[config.mk]
export PLATFORM = sky130hd
export DESIGN_NAME = md5_message_digest
export DESIGN_NICKNAME = d
export VERILOG_FILES = /design/src/sv/md5_pkg.sv /design/src/sv/md5_message_digest.sv
export SDC_FILE = /design/constraint.sdc
export NUM_CORES = 2
export LEC_CHECK = 0
export BUFFER_PORTS_ARGS = -buffer_cell sky130_fd_sc_hd__clkbuf_2
export CORE_MARGIN = 5
export CORE_UTILIZATION = 59
export DETAILED_ROUTE_END_ITERATION = 10
export MAX_ROUTING_LAYER = met4
export PLACE_DENSITY_LB_ADDON = 0.12
export SYNTH_ARGS = -nofsm -noshare
export SYNTH_HDL_FRONTEND = slang
export SYNTH_SLANG_ARGS = --single-unit
export TNS_END_PERCENT = 50
[constraint.sdc]
create_clock -name clk_i -period 7.1 [get_ports clk_i]
set_input_delay 0.71 -clock clk_i [delete_from_list [all_inputs] [get_ports clk_i]]
set_output_delay 0.71 -clock clk_i [all_outputs]
set_load 0.005 [all_outputs]
[src/sv/md5_pkg.sv]
// MD5 package: initial chaining value, sine table, rotation amounts and
// the per-step helper functions used by the digest core.
// No dependencies.
package md5_pkg;

  localparam int unsigned WordW  = 32;
  localparam int unsigned BufDep = 16;
  localparam int unsigned LenW   = 64;

  localparam logic [7:0] PadByte = 8'h80;

  localparam logic [WordW-1:0] IV_TAB [4] = '{
    32'h67452301, 32'hefcdab89, 32'h98badcfe, 32'h10325476
  };

  localparam logic [WordW-1:0] SINE_TAB [64] = '{
    32'hd76aa478, 32'he8c7b756, 32'h242070db, 32'hc1bdceee,
    32'hf57c0faf, 32'h4787c62a, 32'ha8304613, 32'hfd469501,
    32'h698098d8, 32'h8b44f7af, 32'hffff5bb1, 32'h895cd7be,
    32'h6b901122, 32'hfd987193, 32'ha679438e, 32'h49b40821,
    32'hf61e2562, 32'hc040b340, 32'h265e5a51, 32'he9b6c7aa,
    32'hd62f105d, 32'h02441453, 32'hd8a1e681, 32'he7d3fbc8,
    32'h21e1cde6, 32'hc33707d6, 32'hf4d50d87, 32'h455a14ed,
    32'ha9e3e905, 32'hfcefa3f8, 32'h676f02d9, 32'h8d2a4c8a,
    32'hfffa3942, 32'h8771f681, 32'h6d9d6122, 32'hfde5380c,
    32'ha4beea44, 32'h4bdecfa9, 32'hf6bb4b60, 32'hbebfbc70,
    32'h289b7ec6, 32'heaa127fa, 32'hd4ef3085, 32'h04881d05,
    32'hd9d4d039, 32'he6db99e5, 32'h1fa27cf8, 32'hc4ac5665,
    32'hf4292244, 32'h432aff97, 32'hab9423a7, 32'hfc93a039,
    32'h655b59c3, 32'h8f0ccc92, 32'hffeff47d, 32'h85845dd1,
    32'h6fa87e4f, 32'hfe2ce6e0, 32'ha3014314, 32'h4e0811a1,
    32'hf7537e82, 32'hbd3af235, 32'h2ad7d2bb, 32'heb86d391
  };

  // Indexed by {round, step[1:0]}
  localparam logic [4:0] ROT_TAB [16] = '{
    5'd7, 5'd12, 5'd17, 5'd22,
    5'd5, 5'd9,  5'd14, 5'd20,
    5'd4, 5'd11, 5'd16, 5'd23,
    5'd6, 5'd10, 5'd15, 5'd21
  };

  function automatic logic [3:0] msg_idx(input logic [5:0] step);
    logic [7:0] s8;
    logic [7:0] p;
    s8 = {2'b00, step};
    unique case (step[5:4])
      2'd0: p = s8;
      2'd1: p = 8'd1 + 8'd5 * s8;
      2'd2: p = 8'd5 + 8'd3 * s8;
      2'd3: p = 8'd7 * s8;
    endcase
    return p[3:0];
  endfunction

  function automatic logic [WordW-1:0] round_fn(input logic [1:0] rnd,
                                                input logic [WordW-1:0] b,
                                                input logic [WordW-1:0] c,
                                                input logic [WordW-1:0] d);
    logic [WordW-1:0] f;
    unique case (rnd)
      2'd0: f = (b & c) | (~b & d);
      2'd1: f = (b & d) | (c & ~d);
      2'd2: f = b ^ c ^ d;
      2'd3: f = c ^ (b | ~d);
    endcase
    return f;
  endfunction

  function automatic logic [WordW-1:0] rotl(input logic [WordW-1:0] x,
                                            input logic [4:0] n);
    logic [2*WordW-1:0] w;
    w = {x, x} << n;
    return w[2*WordW-1:WordW];
  endfunction

endpackage

[src/sv/md5_message_digest.sv]
// MD5 digest core: byte packing, block buffer memory, one-step-per-cycle
// compression sequencer and digest output.
// Depends on md5_pkg.
//
// Usage:
//   Input channel: in_valid_i / in_stall_o with data_byte_i, byte_present_i
//   and end_of_message_i. Each accepted word appends at most one byte; a
//   word with end_of_message_i set closes the message and pads it.
//   Output channel: out_valid_o / out_stall_i carries the four digest words
//   A, B, C, D in order, last_word_o marking D.
//   A byte word is taken while the core is idle. Every 64th byte starts
//   a compression: prefetch states ST_CMP_P0 and ST_CMP_P1 for the single
//   read port of the 16-word block memory, 64 steps, one feed-forward add.
//   An ending word passes ST_PAD, ST_LEN_LO, ST_LEN_HI and one or two
//   compressions; digest words then leave one per cycle unless stalled.
//   in_stall_o is high whenever the core is not waiting for a byte.
//   While the receiver stalls, the current digest word holds and the core
//   takes no input. After the word D is taken all state returns to the
//   initial chaining value and the next message may start.
//   Reset clears the control state and loads the initial chaining value.
module md5_message_digest (
  input  logic        clk_i,
  input  logic        rst_ni,
  input  logic        in_valid_i,
  output logic        in_stall_o,
  input  logic [7:0]  data_byte_i,
  input  logic        byte_present_i,
  input  logic        end_of_message_i,
  output logic        out_valid_o,
  input  logic        out_stall_i,
  output logic [31:0] digest_word_o,
  output logic [1:0]  word_index_o,
  output logic        last_word_o
);

  typedef enum logic [8:0] {
    ST_IDLE    = 9'b000000001,
    ST_PAD     = 9'b000000010,
    ST_LEN_LO  = 9'b000000100,
    ST_LEN_HI  = 9'b000001000,
    ST_CMP_P0  = 9'b000010000,
    ST_CMP_P1  = 9'b000100000,
    ST_CMP_RUN = 9'b001000000,
    ST_FIN     = 9'b010000000,
    ST_OUT     = 9'b100000000
  } state_e;

  localparam logic [3:0] LenLoIdx = 4'd14;
  localparam logic [3:0] LenHiIdx = 4'd15;
  localparam logic [5:0] LenLimit = 6'd56;
  localparam logic [5:0] LastStep = 6'd63;

  state_e state_q, state_d;
  state_e ret_q, ret_d;

  logic [31:0] cv_q [4];
  logic [31:0] cv_d [4];
  logic [31:0] wr_q [4];
  logic [31:0] wr_d [4];
  logic [31:0] pre_q, pre_d;
  logic [31:0] acc_q, acc_d;
  logic [63:0] len_q, len_d;
  logic [5:0]  pos_q, pos_d;
  logic [5:0]  step_q, step_d;
  logic [15:0] vld_q, vld_d;
  logic [1:0]  oidx_q, oidx_d;

  // Block buffer memory
  logic [31:0] buf_mem [16];
  logic [31:0] rdata_q;
  logic        rvld_q;
  logic        mem_we;
  logic [3:0]  mem_waddr;
  logic [31:0] mem_wdata;
  logic [3:0]  mem_raddr;
  logic [31:0] msg_word;

  logic        in_acc;
  logic        out_acc;
  logic [31:0] lane_byte;
  logic [31:0] lane_pad;
  logic [5:0]  pos_inc;
  logic [31:0] step_sum;
  logic [31:0] step_new_b;

  assign in_stall_o    = (state_q != ST_IDLE);
  assign in_acc        = in_valid_i && (state_q == ST_IDLE);
  assign out_valid_o   = (state_q == ST_OUT);
  assign out_acc       = out_valid_o && !out_stall_i;
  assign digest_word_o = cv_q[oidx_q];
  assign word_index_o  = oidx_q;
  assign last_word_o   = (oidx_q == 2'd3);

  assign lane_byte = acc_q | ({24'b0, data_byte_i} << {pos_q[1:0], 3'b000});
  assign lane_pad  = acc_q | ({24'b0, md5_pkg::PadByte} << {pos_q[1:0], 3'b000});
  assign pos_inc   = pos_q + 6'd1;

  // Never-written words of a block read as zero
  assign msg_word   = rvld_q ? rdata_q : 32'b0;
  assign step_sum   = pre_q + md5_pkg::round_fn(step_q[5:4], wr_q[1], wr_q[2], wr_q[3]);
  assign step_new_b = wr_q[1] + md5_pkg::rotl(step_sum, md5_pkg::ROT_TAB[{step_q[5:4],
                                                                           step_q[1:0]}]);

  always_ff @(posedge clk_i) begin
    if (mem_we) begin
      buf_mem[mem_waddr] <= mem_wdata;
    end
    rdata_q <= buf_mem[mem_raddr];
  end

  always_comb begin
    state_d   = state_q;
    ret_d     = ret_q;
    cv_d      = cv_q;
    wr_d      = wr_q;
    pre_d     = pre_q;
    acc_d     = acc_q;
    len_d     = len_q;
    pos_d     = pos_q;
    step_d    = step_q;
    vld_d     = vld_q;
    oidx_d    = oidx_q;
    mem_we    = 1'b0;
    mem_waddr = pos_q[5:2];
    mem_wdata = lane_byte;
    mem_raddr = md5_pkg::msg_idx(step_q + 6'd2);

    unique case (state_q)
      ST_IDLE: begin
        if (in_acc) begin
          if (byte_present_i) begin
            len_d = len_q + 64'd8;
            pos_d = pos_inc;
            if (pos_q[1:0] == 2'd3) begin
              mem_we             = 1'b1;
              vld_d[pos_q[5:2]]  = 1'b1;
              acc_d              = 32'b0;
            end else begin
              acc_d = lane_byte;
            end
            if (pos_inc == 6'd0) begin
              state_d = ST_CMP_P0;
              ret_d   = end_of_message_i ? ST_PAD : ST_IDLE;
            end else if (end_of_message_i) begin
              state_d = ST_PAD;
            end
          end else if (end_of_message_i) begin
            state_d = ST_PAD;
          end
        end
      end
      ST_PAD: begin
        // Write out the word holding the pad byte, partial or not
        mem_we            = 1'b1;
        mem_wdata         = lane_pad;
        vld_d[pos_q[5:2]] = 1'b1;
        acc_d             = 32'b0;
        pos_d             = pos_inc;
        if (pos_inc == 6'd0 || pos_inc > LenLimit) begin
          state_d = ST_CMP_P0;
          ret_d   = ST_LEN_LO;
        end else begin
          state_d = ST_LEN_LO;
        end
      end
      ST_LEN_LO: begin
        mem_we          = 1'b1;
        mem_waddr       = LenLoIdx;
        mem_wdata       = len_q[31:0];
        vld_d[LenLoIdx] = 1'b1;
        state_d         = ST_LEN_HI;
      end
      ST_LEN_HI: begin
        mem_we          = 1'b1;
        mem_waddr       = LenHiIdx;
        mem_wdata       = len_q[63:32];
        vld_d[LenHiIdx] = 1'b1;
        state_d         = ST_CMP_P0;
        ret_d           = ST_OUT;
      end
      ST_CMP_P0: begin
        wr_d      = cv_q;
        step_d    = 6'd0;
        mem_raddr = md5_pkg::msg_idx(6'd0);
        state_d   = ST_CMP_P1;
      end
      ST_CMP_P1: begin
        mem_raddr = md5_pkg::msg_idx(6'd1);
        pre_d     = wr_q[0] + msg_word + md5_pkg::SINE_TAB[0];
        state_d   = ST_CMP_RUN;
      end
      ST_CMP_RUN: begin
        // Pre-add for the next step: its a is this step's d
        pre_d   = wr_q[3] + msg_word + md5_pkg::SINE_TAB[step_q + 6'd1];
        wr_d[0] = wr_q[3];
        wr_d[1] = step_new_b;
        wr_d[2] = wr_q[1];
        wr_d[3] = wr_q[2];
        step_d  = step_q + 6'd1;
        if (step_q == LastStep) begin
          state_d = ST_FIN;
        end
      end
      ST_FIN: begin
        for (int i = 0; i < 4; i++) begin
          cv_d[i] = cv_q[i] + wr_q[i];
        end
        vld_d   = 16'b0;
        state_d = ret_q;
      end
      ST_OUT: begin
        if (out_acc) begin
          oidx_d = oidx_q + 2'd1;
          if (oidx_q == 2'd3) begin
            cv_d    = md5_pkg::IV_TAB;
            len_d   = 64'b0;
            pos_d   = 6'd0;
            acc_d   = 32'b0;
            vld_d   = 16'b0;
            state_d = ST_IDLE;
          end
        end
      end
      default: begin
        state_d = ST_IDLE;
      end
    endcase
  end

  always_ff @(posedge clk_i or negedge rst_ni) begin
    if (!rst_ni) begin
      state_q <= ST_IDLE;
      ret_q   <= ST_IDLE;
      cv_q    <= md5_pkg::IV_TAB;
      acc_q   <= 32'b0;
      len_q   <= 64'b0;
      pos_q   <= 6'd0;
      step_q  <= 6'd0;
      vld_q   <= 16'b0;
      oidx_q  <= 2'd0;
      rvld_q  <= 1'b0;
    end else begin
      state_q <= state_d;
      ret_q   <= ret_d;
      cv_q    <= cv_d;
      acc_q   <= acc_d;
      len_q   <= len_d;
      pos_q   <= pos_d;
      step_q  <= step_d;
      vld_q   <= vld_d;
      oidx_q  <= oidx_d;
      rvld_q  <= vld_q[mem_raddr];
    end
  end

  always_ff @(posedge clk_i) begin
    wr_q  <= wr_d;
    pre_q <= pre_d;
  end

endmodule

==> metrics.txt <==
relative slew slack 0.1792; commonest non-fill, non-tap cell in the layout nand2_1; Cells after Synth 6,647; Crit-path slowest cell dfrtp_4; Final Cycle Share 1.043; Post-Syn Nets 7,018; Clock Power Share 0.167; WHS Path Cells 2; worst r2r path cells 32; total iterations of the first detailed-routing run 6; most frequent cells in the layout nand2_1 (1,303), edfxtp_1 (672), buf_4 (612); total power 33,130 uW; number of max-cap violations 0; layout cells sized above 1 0.1706; Mean Syn Cell Area 9.184 um^2; GP Congestion 1.002; Top FF cell, synth edfxtp_1; failing checks negative setup slack; TritonCTS clock tree built; GRT Util Overall 0.3748; Max stage delay on crit path 0.53 ns; Worst Hold Endpoint ret_q[0]; synthesized cell area 61,040 um^2; Sw Pwr 14,180 uW; Port Buf Inserts 50; status complete, but fails checks; Worst-Skew Late Latency 0.72 ns; sequential fraction of the synthesis area 0.4510; post-route design area 71,540 um^2; vias post-DR 54,550; Clk pin slew, worst setup/hold paths 0.06 ns; Flop pwr share 0.265; worst clock skew 0.06555 ns; H-tree depth 3; slew of the pin with the lowest slew margin 1.231 ns; dpl hpwl 142,800 um; Placement Setup Slack -0.9839 ns; Slew Limit Fails 0; RSZ-0062 raised after global routing true; die height 331.7 um; hold_sp end_of_message_i; Post-route DRC 0; CTS root buf clkbuf_16; CP most frequent cell a21o_1; sw frac 0.4280; Post-synth ARST share 0.2735; Unique masters post-synth 92; synthesis-to-layout area growth 17.20%; Die Wd 331.7 um; setup ws final -0.3043 ns; core area 103,200 um^2; placed cell area 66,710 um^2; setup TNS -1.031 ns; Peak Freq 135.1 MHz; number of synthesized flops with an enable pin 672; Tmin final 7.404 ns; leak pwr 0.02974 uW; Filler Cells Inserted 8,100; Int Power 18,950 uW; FF+latch count, synth 969; Starting Density 0.5915; largest net degree at the start of global routing 166; power share of the combinational group 0.568; PD cells 463.1 nW/um^2; Routed WL 208,700 um; Crit Path Max Fanout 7; clock tree sinks 969; # nets final 7,428; Setup crit start kind flop; DIE AREA 110,000 um^2; I/O pin count 51; CP Capture Type flop; clock buffer depth 3; first-pass GRT wire length 311,300 um; Peak supply drop 343.0 uV; Starting DRT DRC Count 5,965; CP arrival 7.84 ns; number of global-route vias before repair 51,470; flop-to-flop setup slack -0.30 ns; CP required 7.54 ns; Routed Antenna Nets 0; Hold/Removal Path Class primary input to flop; reg-to-reg critical path endpoint wr_q[94]; number of antenna violations at the first check in global routing 5; Ys Warns 0; total CTS buffers 102; FF-to-FF Start step_q[4]; gr ovfl total 0; vias per inst 6.395; worst hold slack 0.2752 ns; # setup viols final 5; # rows 118; drt wl/cell 24.47 um; final hold viol count 0; critical path class flop to flop
area by class of cell:
class | instances | area (um^2) | area share
well taps | 1380 | 1727 | 0.02413
inverters | 184 | 695.7 | 0.009724
clock buffers | 147 | 2923 | 0.04085
multi-input cells | 5107 | 32650 | 0.4564
flip-flops and latches | 969 | 27550 | 0.3850
clock inverters | 46 | 590.6 | 0.008255
diodes | 3 | 7.507 | 0.0001049
repair buffers | 693 | 5403 | 0.07552
state kept, by name (all words and copies together) (netlist names):
signal,flops
state_q,9
word_index_o,2
rvld_q,1
wr_q,128
ret_q,4
pre_q,32
step_q,6
vld_q,16
cv_q,128
pos_q,6
len_q,61
buf_mem,512
rdata_q,32
acc_q,32
worst max-delay path by stage:
stage / start / end / cells past startpoint
6_report: step_q[4] / wr_q[94] / 32
5_1_grt: step_q[4] / wr_q[94] / 33
4_1_cts: step_q[4] / wr_q[94] / 35
3_5_place_dp: step_q[4] / wr_q[95] / 36
3_3_place_gp: step_q[4] / wr_q[95] / 36
2_1_floorplan: step_q[5] / wr_q[94] / 34
kinds of logic (layout without fill, tap and decap cells):
group / Yosys count / in the layout / share of synthesized area
simple gates: 2505 / 2505 / 0.1793
buf+inv: 571 / 1070 / 0.03556
mux: 119 / 119 / 0.02740
compound gates: 1839 / 1839 / 0.1871
other cells: 0 / 3 / 0
fa+ha+maj: 357 / 357 / 0.07846
flops: 969 / 969 / 0.4510
xor+xnor: 287 / 287 / 0.04118
power groups by stage:
stage | Clock [uW] | Sequential, uW | Combinational [uW]
6_report | 5540 | 8760 | 18800
5_1_grt | 5830 | 8820 | 20400
4_1_cts | 5590 | 8730 | 17900
3_5_place_dp | 0 | 8830 | 17500
3_3_place_gp | 0 | 8820 | 17200
2_1_floorplan | 0 | 8440 | 11200
metrics by stage:
stage | cells | util
floorplan | 6647 | -
global placement | 8301 | 0.6464
detailed placement | 8301 | 0.6464
CTS | 8512 | 0.6871
global route | 8528 | 0.6932
finish | 8529 | 0.6932
cell usage after synthesis, types with 11 or more instances:
master | number | area share
dfxtp_1 | 32 | 0.010
inv_1 | 178 | 0.011
nand3_1 | 209 | 0.017
mux4_2 | 37 | 0.014
a211oi_1 | 91 | 0.011
mux2_2 | 14 | 0.0026
o22ai_1 | 22 | 0.0023
edfxtp_1 | 672 | 0.33
o2111ai_1 | 13 | 0.0019
a221oi_1 | 14 | 0.0020
o21bai_1 | 20 | 0.0025
xor2_1 | 144 | 0.021
and3_1 | 150 | 0.015
a311oi_1 | 78 | 0.011
buf_1 | 55 | 0.0034
o21a_1 | 36 | 0.0044
nor2b_1 | 35 | 0.0036
a21o_1 | 132 | 0.016
mux2i_1 | 67 | 0.011
or3_1 | 38 | 0.0039
dfrtp_1 | 199 | 0.082
nand2b_1 | 35 | 0.0036
fa_1 | 43 | 0.014
a31oi_1 | 141 | 0.014
nor4_1 | 15 | 0.0015
o311ai_0 | 19 | 0.0027
nor2_1 | 462 | 0.028
a21oi_1 | 618 | 0.051
xnor2_1 | 143 | 0.021
clkbuf_1 | 319 | 0.020
a211o_1 | 13 | 0.0019
o41ai_1 | 11 | 0.0016
a22oi_1 | 69 | 0.0085
nand4_1 | 29 | 0.0030
dfstp_2 | 66 | 0.028
and2_1 | 38 | 0.0039
o31ai_1 | 24 | 0.0030
nor3_1 | 134 | 0.011
o21ai_0 | 387 | 0.032
o211ai_1 | 44 | 0.0054
ha_1 | 314 | 0.064
nand2_1 | 1308 | 0.080
a21boi_0 | 15 | 0.0018
worst max-delay path, delay by kind of cell, from the launching register on:
kind | cells | cell delay (ns)
compound gates | 19 | 3.85
mux | 3 | 0.89
buf+inv | 3 | 0.43
flops | 1 | 0.53
xor+xnor | 2 | 0.30
fa+ha+maj | 2 | 0.61
simple gates | 3 | 0.53
routing by layer:
layer  GRT usage  vias up  wire length [um]
met1      0.4645    26300             80540
met5           -        -                 0
met2      0.5949     2606             97650
li1            -    25030                 -
met4      0.1943        0             13520
met3     0.06546      613             17020
timing repair:
action,CTS,global route
pin swaps,52,86
endpoints found under the hold margin,42,0
hold buffers,1,0
resized for setup,121,117
setup buffers,17,17
endpoints found under the setup margin,17,22
cloned,1,0
No activity file was read; power rests on OpenSTA's default activity.
